--- src/rtcl_pkg.sv ---
package rtcl_pkg;

    localparam int TABLE_DEPTH_DEF = 256;
    localparam int VALUE_BITS_DEF  = 16;
    localparam int NUM_CURVES      = 5;
    localparam int CURVE_BITS      = 3;
    localparam int FIELD_BITS      = 16;

    localparam logic [2:0] CURVE_MASTER = 3'd0;
    localparam logic [2:0] CURVE_RED    = 3'd1;
    localparam logic [2:0] CURVE_GREEN  = 3'd2;
    localparam logic [2:0] CURVE_BLUE   = 3'd3;
    localparam logic [2:0] CURVE_ALPHA  = 3'd4;

    localparam logic REQ_WRITE = 1'b0;
    localparam logic REQ_PIXEL = 1'b1;

    localparam logic [0:0] REG_INPUT_MIN = 1'b0;
    localparam logic [0:0] REG_INPUT_MAX = 1'b1;

    // request from sequencer to the divider
    typedef struct packed {
        logic        start;
        logic [47:0] mag;
        logic [31:0] den;
    } t_div_req;

    typedef struct packed {
        logic        done;
        logic [47:0] quot;
    } t_div_rsp;

endpackage

--- src/rtcl_div.sv ---
module rtcl_div (
    input  logic             i_clk,
    input  logic             i_rst_n,
    input  rtcl_pkg::t_div_req i_req,
    output rtcl_pkg::t_div_rsp o_rsp
);
    import rtcl_pkg::*;

    // restoring divider, one quotient bit per cycle
    logic [47:0] r_num;
    logic [47:0] r_quot;
    logic [32:0] r_rem;
    logic [31:0] r_den;
    logic [5:0]  r_cnt;
    logic        r_busy;
    logic        r_done;
    logic [32:0] n_rem;
    logic [33:0] trial;

    always_comb begin
        n_rem = {r_rem[31:0], r_num[47]};
        trial = {1'b0, n_rem} - {2'b00, r_den};
    end

    always_ff @(posedge i_clk) begin
        if (!i_rst_n) begin
            r_busy <= 1'b0;
            r_done <= 1'b0;
            r_cnt  <= '0;
        end else begin
            r_done <= 1'b0;
            if (i_req.start) begin
                // rounding: (mag + den/2) / den
                r_num  <= i_req.mag + {17'd0, i_req.den[31:1]};
                r_den  <= i_req.den;
                r_rem  <= '0;
                r_cnt  <= 6'd48;
                r_busy <= 1'b1;
            end else if (r_busy) begin
                r_num <= {r_num[46:0], 1'b0};
                if (!trial[33]) begin
                    r_rem  <= trial[32:0];
                    r_quot <= {r_quot[46:0], 1'b1};
                end else begin
                    r_rem  <= n_rem;
                    r_quot <= {r_quot[46:0], 1'b0};
                end
                r_cnt <= r_cnt - 6'd1;
                if (r_cnt == 6'd1) begin
                    r_busy <= 1'b0;
                    r_done <= 1'b1;
                end
            end
        end
    end

    assign o_rsp.done = r_done;
    assign o_rsp.quot = r_quot;
endmodule

--- config.mk ---
export PLATFORM = sky130hd
export DESIGN_NAME = rtcl_div
export DESIGN_NICKNAME = d
export VERILOG_FILES = /design/src/rtcl_pkg.sv /design/src/rtcl_div.sv
export SDC_FILE = /design/constraint.sdc
export NUM_CORES = 1
export LEC_CHECK = 0
export BUFFER_PORTS_ARGS = -buffer_cell sky130_fd_sc_hd__buf_2
export CORE_ASPECT_RATIO = 0.75
export CORE_MARGIN = 3
export CORE_UTILIZATION = 55
export CTS_CLUSTER_SIZE = 28
export DETAILED_ROUTE_END_ITERATION = 6
export GPL_TIMING_DRIVEN = 0
export PLACE_DENSITY = 0.77
export SLEW_MARGIN = 20
export SYNTH_ARGS = -nofsm -noshare
export SYNTH_HDL_FRONTEND = slang
export SYNTH_SLANG_ARGS = --single-unit
--- constraint.sdc ---
create_clock -name i_clk -period 5.4 [get_ports i_clk]
set_clock_uncertainty 0.1 [all_clocks]
set_input_delay 0.27 -clock i_clk [delete_from_list [all_inputs] [get_ports i_clk]]
set_output_delay 0.27 -clock i_clk [all_outputs]
set_load 0.02 [all_outputs]
# Word level (Yosys, flattened, before mapping)
# Index checks and enable logic that the tools add are counted.
[totals] reg_bits=168 inputBits=83 output_inout_bits=49 wordCells=32
[classes] add_sub_neg=3 n_eq_ne=1 n_mux=11 bitwise_logic=3 n_reduce_logical=6
[ops] op="$mux W48" count=2
[ops] op="$mux W32" count=2
[ops] op="$add A48 B31 Y48" count=1
[ops] op="$sub A33 B32 Y34" count=1
[ops] op="$mux W6" count=2
[ops] op="$eq A6 B1 Y1 const B" count=1
[ops] op="$sub A6 B1 Y6 const B" count=1
[ops] op="$mux W1" count=5
[ops] op="$reduce_and A2 Y1" count=2
[ops] op="$not A1 Y1" count=3
[ops] op="$reduce_and A3 Y1" count=1
[ops] op="$reduce_or A3 Y1" count=1
[ops] op="$reduce_bool A2 Y1" count=1
[ops] op="$reduce_or A2 Y1" count=1

# Depth between registers and ports, before layout
# Gate-level depths: netlist of run 1.
[logic_depth] depth_word=4 ltp_mapped=15 depth_no_buf=12

# Worst setup path after synthesis of run 1
# No wires, ideal clock.
[synth_timing] kind="input-to-reg" startpoint="input port i_req[80] (netlist name)" endpoint="register r_num[0], enable pin" setup_time_ps=444 arrival_time_ps=2945 required_ps=4856 setup_slack_ps=1911 path_stages=4 n_path_buf=3 path_cell_list="clkbuf_1 clkbuf_1 clkbuf_1 o21a_1"
[synth_via] elab_chain_cells=2
[synth_lines] element="from (decl)" line="rtcl_div.sv:4" source="input rtcl_pkg::t_div_req i_req,"
[synth_lines] element="$reduce_bool A2 Y1 (no source line)"
[synth_lines] element="$reduce_and A2 Y1 (no source line)"
[synth_lines] element="to (signal assigned)" line="rtcl_div.sv:34" source="r_num <= i_req.mag + {17'd0, i_req.den[31:1]};"
[synth_lines] element="to (signal assigned)" line="rtcl_div.sv:40" source="r_num <= {r_num[46:0], 1'b0};"
[synth_lines] element="to (decl)" line="rtcl_div.sv:10" source="logic [47:0] r_num;"
# Every way passes these cells.
# A chain may end at the register's enable or synchronous reset.

# Worst setup path in the final report of run 1
[layout_timing] startpoint="input port i_req[4] (netlist name)" endpoint="register r_num[47], data pin"
[layout_via] elab_chain_cells=2
[layout_lines] element="$add A48 B31 Y48" line="rtcl_div.sv:34"
[layout_lines] element="$mux W48" line="rtcl_div.sv:32" source="if (i_req.start) begin"
# Every way passes these cells.

==> results.toml, run 1 <==
[clock_network]
clock_tree.root_cell = "clkbuf_16"
clk_pin_slew_worst_paths_ns = 0.06
hold_buffers = 32
cts_max_level = 4
post_cts_buffers = 0
clk_latency_ns = 0.43
cts_resized = 0
clk_path_buf_depth = 2
cts_tree = "done"
cts_buffers = 17
clock_sinks = 168

[timing]
rsz0062_at_grt = "no"
finalSetupViolCount = 0
hold_viol_final = 0
setup_tns_ns = 0
min_period_ns = 3.588
holdWs_ns = 0.05793
max_freq_ghz = 0.2787
slew-limit-headroom_pct = 45.42
timing.final.ws_setup_ns = 1.812
drv_slew = 0
tightest_slew_ns = 0.8187
timing.final.crit_share_pct = 66.45

[setup_path]
rr_endpoint = "r_rem[26]"
critPathSlowestCell = "nor3_2"
slowest_delay_ns = 0.56
critPathTopFamily = "compound AO/OA/AOI/OAI gates"
cp.required_ns = 5.53
cp_num_cells = 12
worst-path-buf-inv = 2
path_cells = "dlygate4sd3_1, buf_2, ha_1, o21ai_0, nor2_1, o2111ai_1, a211oi_1, nor4_1, nor3_2, o2111ai_1, xor2_1, a21oi_1"
cp-start-kind = "input port"
criticalPathCategory = "in -> reg"
end_kind = "flop"
reg2reg_slack_ns = 1.90
timing.rr.start = "r_den[0]"
arrival_ns = 3.72
crit_top_cell = "o2111ai_1"
crit_start = "i_req[4]"
path_max_fanout = 9
cp-endpoint = "r_num[47]"
worstRegToRegCells = 11

[place]
place.gp.congestion = 0.9178
io_buffers = 130
pre_cts_slack_ns = 1.977
dpl_cell_area_um2 = 10900
dpl.hpwl_mm = 17.53

[yosys]
syn-instance-count = 934
synth_edf_count = 160
yosysUniqueCellTypes = 67
synthArstFlopShare_pct = 0
synth_area_um2 = 9906
ys_seq_area_share_pct = 50.12
syn-num-nets = 1084
yosysWarningCount = 0
synth_ff_type = "edfxtp_1"
ys_ff_latch = 168
syn_avg_cell_area_um2 = 10.61

[detailed_routing]
first_pass_iters = 5
vias = 7878
drt_iter0_drc = 753
routed_wl_mm = 24.04
viasPerCell = 5.767
drcViolationCount = 0
wire_per_inst_um = 17.60
ant_nets = 0

[outcome]
outcome = "finished, final reports clean"

[pwr]
vdd_drop_max_mv = 0.2715
p_leak_nw = 4.754
powerDensity_nw_per_um2 = 309.6

[grt]
grt_pass1_wl_mm = 37.29
antenna_found_initial = 0
grt_max_degree = 47
grt_overflow_total = 0
track_usage_pct = 24.24
first_global_vias = 7179

[floorplanning]
die_w_um = 161.0
io_pins = 132
row_count = 41
dieArea_um2 = 19670
die_h_um = 122.2
core-area_um2 = 17240
start_util_pct = 57.47

[job]
cap_violations = 0

[finish]
layout_commonest_cell = "edfxtp_1"
fin_area_um2 = 11800
antenna_cells = 0
multi_input_area_um2 = 4612
nNetsFinal = 1267
synthToLayoutAreaGrowth_pct = 19.07
nFillCells = 1291
layout_common_cells = "edfxtp_1 (160), buf_2 (137), a21oi_1 (91)"
seqCellArea_um2 = 4965
drive_above_1_share_pct = 18.32

[min_path]
min-delay-path-class = "in -> reg"
[cell usage after synthesis (15+ instances only)]
library cell / count / area share (%)
ha_1: 65 / 8.2
mux2_2: 23 / 2.6
clkbuf_1: 25 / 0.95
a21o_1: 28 / 2.1
o21ai_0: 34 / 1.7
inv_1: 52 / 2.0
a21oi_1: 91 / 4.6
xnor2_1: 40 / 3.5
nand3_1: 25 / 1.3
nor2_1: 63 / 2.4
xor2_1: 28 / 2.5
edfxtp_1: 160 / 49
nor3_1: 15 / 0.76
a211oi_1: 19 / 1.4
nand2_1: 89 / 3.4
[cell families (layout without fill, tap and decap cells)]
kind of cell,after synthesis,after routing,share of synthesized area (%)
DFF,168,168,50.12
AOI/OAI and AO/OA,247,247,15.78
buffers and inverters,87,283,3.423
and+or+nand+nor,272,272,13.22
muxes,25,25,2.829
xor gates and xnor gates,68,68,6.012
adders and majority gates,67,67,8.614
[per-stage QoR]
stage | power [mW] | std cells | util, %
2_1_floorplan | 2.231 | 934 | -
3_3_place_gp | 2.440 | 1300 | 62.96
3_5_place_dp | 2.455 | 1302 | 63.25
4_1_cts | 3.653 | 1366 | 68.43
5_1_grt | 3.827 | 1366 | 68.43
6_report | 3.651 | 1366 | 68.43
[where the power goes]
group	switching (mW)	leakage (nW)	total [mW]	internal [mW]
Combinational	0.525	2.90	0.889	0.364
Sequential	0.0378	1.57	1.58	1.54
Clock	0.566	0.279	1.18	0.616
[registers in the layout, summed over array words and instances, names as in the netlist]
signal / cells
r_busy: 1
r_cnt: 6
r_den: 32
r_done: 1
r_num: 48
r_quot: 48
r_rem: 32
[routing by layer]
layer	GRT usage (%)	part of all wire (%)
met5	0	0
met1	36.46	47
met2	36.01	43
met3	4.386	8.1
met4	7.469	1.7
[layout make-up]
class / instances / share of cell area [%]
Clock buffer: 17 / 3.607
Clock inverter: 15 / 1.252
Inverter: 53 / 1.687
Timing Repair Buffer: 164 / 8.571
Buffer: 34 / 1.188
Multi-Input combinational cell: 679 / 39.10
Tap cell: 236 / 2.503
Sequential cell: 168 / 42.09
[worst min path at each step]
stage | from | end | slack (ns) | depth (start not counted)
after floorplan | i_req[0] | r_den[0] | 0.27 | 0
after global placement | r_quot[18] | r_quot[19] | 0.32 | 0
after global routing | i_rst_n | r_cnt[4] | 0.06 | 2
after CTS | i_rst_n | r_cnt[4] | 0.04 | 2
final | i_rst_n | r_cnt[4] | 0.06 | 2
after detailed placement | r_quot[30] | r_quot[31] | 0.33 | 0
No activity file was read; power rests on OpenSTA's default activity.
==> run 2: changes to the inputs <==
--- a/config.mk
+++ b/config.mk
@@ -5,10 +5,11 @@
 export SDC_FILE = /design/constraint.sdc
 export NUM_CORES = 1
 export LEC_CHECK = 0
+export ABC_AREA = 1
 export BUFFER_PORTS_ARGS = -buffer_cell sky130_fd_sc_hd__buf_2
 export CORE_ASPECT_RATIO = 0.75
 export CORE_MARGIN = 3
-export CORE_UTILIZATION = 55
+export CORE_UTILIZATION = 54
 export CTS_CLUSTER_SIZE = 28
 export DETAILED_ROUTE_END_ITERATION = 6
 export GPL_TIMING_DRIVEN = 0
==> constraint.sdc (replaced) <==
create_clock -name i_clk -period 3.1 [get_ports i_clk]
set_clock_uncertainty 0.1 [all_clocks]
set_input_delay 0.155 -clock i_clk [delete_from_list [all_inputs] [get_ports i_clk]]
set_output_delay 0.155 -clock i_clk [all_outputs]
set_load 0.02 [all_outputs]
==> results.toml, run 2 <==
[yosys]
syn-num-nets = 1845
synth_top_area_cell = "edfxtp_1"
ys_seq_area_share_pct = 41.22
yosysUniqueCellTypes = 33
syn-instance-count = 1695
yosys.area.top_type_share_pct = 39.89
ys_ff_latch = 168
synth_common_cells = "nand2_1 (638), inv_1 (296), nor2_1 (195)"
synthArstFlopShare_pct = 0
syn_avg_cell_area_um2 = 7.106
synth_ff_type = "edfxtp_1"
synth_area_leaders = "edfxtp_1 (40%), nand2_1 (20%), inv_1 (9.2%), ha_1 (6.8%), nor2_1 (6.1%)"
yosysMostFrequentCell = "nand2_1"
synth_area_um2 = 12050
yosysWarningCount = 0
synth_edf_count = 160

[setup_path]
path_max_fanout = 10
critPathSlowestCell = "clkbuf_1"
crit_top_cell = "nand2_1"
end_kind = "flop"
arrival_ns = 3.02
criticalPathCategory = "reg -> reg"
cp.required_ns = 3.20
cp-start-kind = "flop"
slowest_delay_ns = 0.57
path_cells = "ha_1, nand2_1, inv_1, nand2_1, nand2_1, inv_1, nand3_2, nand2_1, nand2_2, nand2_2, clkbuf_1, nand3b_1, nand2_1, nor2_1"

[timing]
timing.final.ws_setup_ns = 0.1847
min_period_ns = 2.915
drv_slew = 0
hold_viol_final = 0
tightest_slew_ns = 0.7923
timing.final.crit_share_pct = 94.04
slew-limit-headroom_pct = 47.18
finalSetupViolCount = 0
rsz0062_at_grt = "no"
holdWs_ns = 0.01421
max_freq_ghz = 0.3430

[place]
io_buffers = 131
dpl_cell_area_um2 = 13150
pre_cts_slack_ns = 0.1397
place.gp.congestion = 1.016
dpl.hpwl_mm = 28.57

[outcome]
outcome = "finished, final reports clean"

[detailed_routing]
wire_per_inst_um = 16.31
ant_nets = 0
routed_wl_mm = 35.63
first_pass_iters = 6
vias = 11365
drt_iter0_drc = 1264
viasPerCell = 5.204
drcViolationCount = 0

[grt]
grt_overflow_total = 0
grt_max_degree = 44
track_usage_pct = 29.74
first_global_vias = 10420
antenna_found_initial = 0
grt_pass1_wl_mm = 54.78

[clock_network]
post_cts_buffers = 0
clk_pin_slew_worst_paths_ns = 0.08
clk_path_buf_depth = 2
clock_sinks = 168
cts_tree = "done"
cts_buffers = 17
clock_tree.root_cell = "clkbuf_16"
cts_max_level = 4
clk_latency_ns = 0.44

[floorplanning]
dieArea_um2 = 24150
io_pins = 132
die_h_um = 135.3
core-area_um2 = 21530
row_count = 46
start_util_pct = 55.96
die_w_um = 178.5

[pwr]
powerDensity_nw_per_um2 = 499.8
p_leak_nw = 7.201
vdd_drop_max_mv = 0.4130

[finish]
fin_area_um2 = 14060
reg_top3 = "r_num x48, r_quot x48"
layout_commonest_cell = "nand2_1"
nNetsFinal = 2033
drive_above_1_share_pct = 9.916
layout_common_cells = "nand2_1 (637), inv_1 (295), nor2_1 (194)"
synthToLayoutAreaGrowth_pct = 16.76
antenna_cells = 0
multi_input_area_um2 = 5857
seqCellArea_um2 = 4965
nFillCells = 1930
post-route-util_pct = 65.33

[min_path]
min-delay-path-class = "in -> reg"

[job]
cap_violations = 0
run 2: cell count changes after synthesis, sizes merged, moves of 16 or more:
cell,delta
a21oi,-52
mux2,-24
nand3b,+40
nand3,+75
nand2,+552
a211oi,-21
a21o,-27
xnor2,-19
inv,+244
nor2,+135
o21ai,-16
run 2: metrics by stage:
| step | setup TNS (ns) | cells | power, mW |
|---|---|---|---|
| after floorplan | 0 | 1695 | 4.302 |
| after global placement | -129.92 | 2114 | 4.854 |
| after detailed placement | 0 | 2117 | 4.901 |
| after CTS | 0 | 2184 | 7.001 |
| after global routing | 0 | 2184 | 7.403 |
| final | 0 | 2184 | 7.029 |
run 2: power breakdown:
| part | internal (mW) | switching [mW] | leakage (nW) | total [mW] |
|---|---|---|---|---|
| registers | 2.73 | 0.0750 | 1.59 | 2.81 |
| logic | 0.735 | 1.40 | 5.34 | 2.14 |
| clock network | 1.06 | 1.02 | 0.276 | 2.09 |
| total | 4.53 | 2.50 | 7.20 | 7.03 |
run 2: critical path, delay by kind of cell, from the launching register on:
family / cells / cell delay (ns)
simple gates: 10 / 1.07
flops: 1 / 0.40
fa+ha+maj: 1 / 0.37
buf+inv: 3 / 0.72
run 2: cell type report:
| type | count | share of cell area (%) |
|---|---|---|
| Multi-Input combinational cell | 1206 | 41.65 |
| Sequential cell | 168 | 35.30 |
| Inverter | 296 | 7.900 |
| Timing Repair Buffer | 169 | 7.687 |
| Clock buffer | 18 | 3.052 |
| Tap cell | 288 | 2.562 |
| Clock inverter | 14 | 0.9342 |
| Buffer | 25 | 0.9164 |
run 2: per-layer routing:
metal  vias up  track usage (%)  wire length (um)
met5         -                0                 0
met4         0            5.882               422
met3        32            8.431              4095
met2       488            42.86             14500
met1      5139            44.81             16610
li1       5706                -                 -
run 2: what timing repair did:
| item | CTS | global route |
|---|---|---|
| gates resized for setup | 0 | 2 |
| hold endpoints to repair | 36 | 0 |
| hold buffers | 35 | 0 |
| setup endpoints to repair | 0 | 9 |
run 2: path summary, 6_finish.rpt:
| kind | startpoint | to | slack [ns] | depth (start not counted) |
|---|---|---|---|---|
| max | r_rem[7] | r_rem[25] | 0.18 | 14 |
| min | i_req[72] | r_num[40] | 0.01 | 4 |
| max reg2reg | r_rem[7] | r_rem[25] | 0.18 | 14 |
| min reg2reg | r_quot[39] | r_quot[40] | 0.35 | 0 |
run 2: cell families after synthesis:
| logic type | Yosys count | share of synthesized area, % |
|---|---|---|
| compound gates | 82 | 3.677 |
| fa+ha+maj | 67 | 7.084 |
| simple gates | 1020 | 35.05 |
| buf+inv | 321 | 10.28 |
| flops | 168 | 41.22 |
| xor+xnor | 37 | 2.690 |
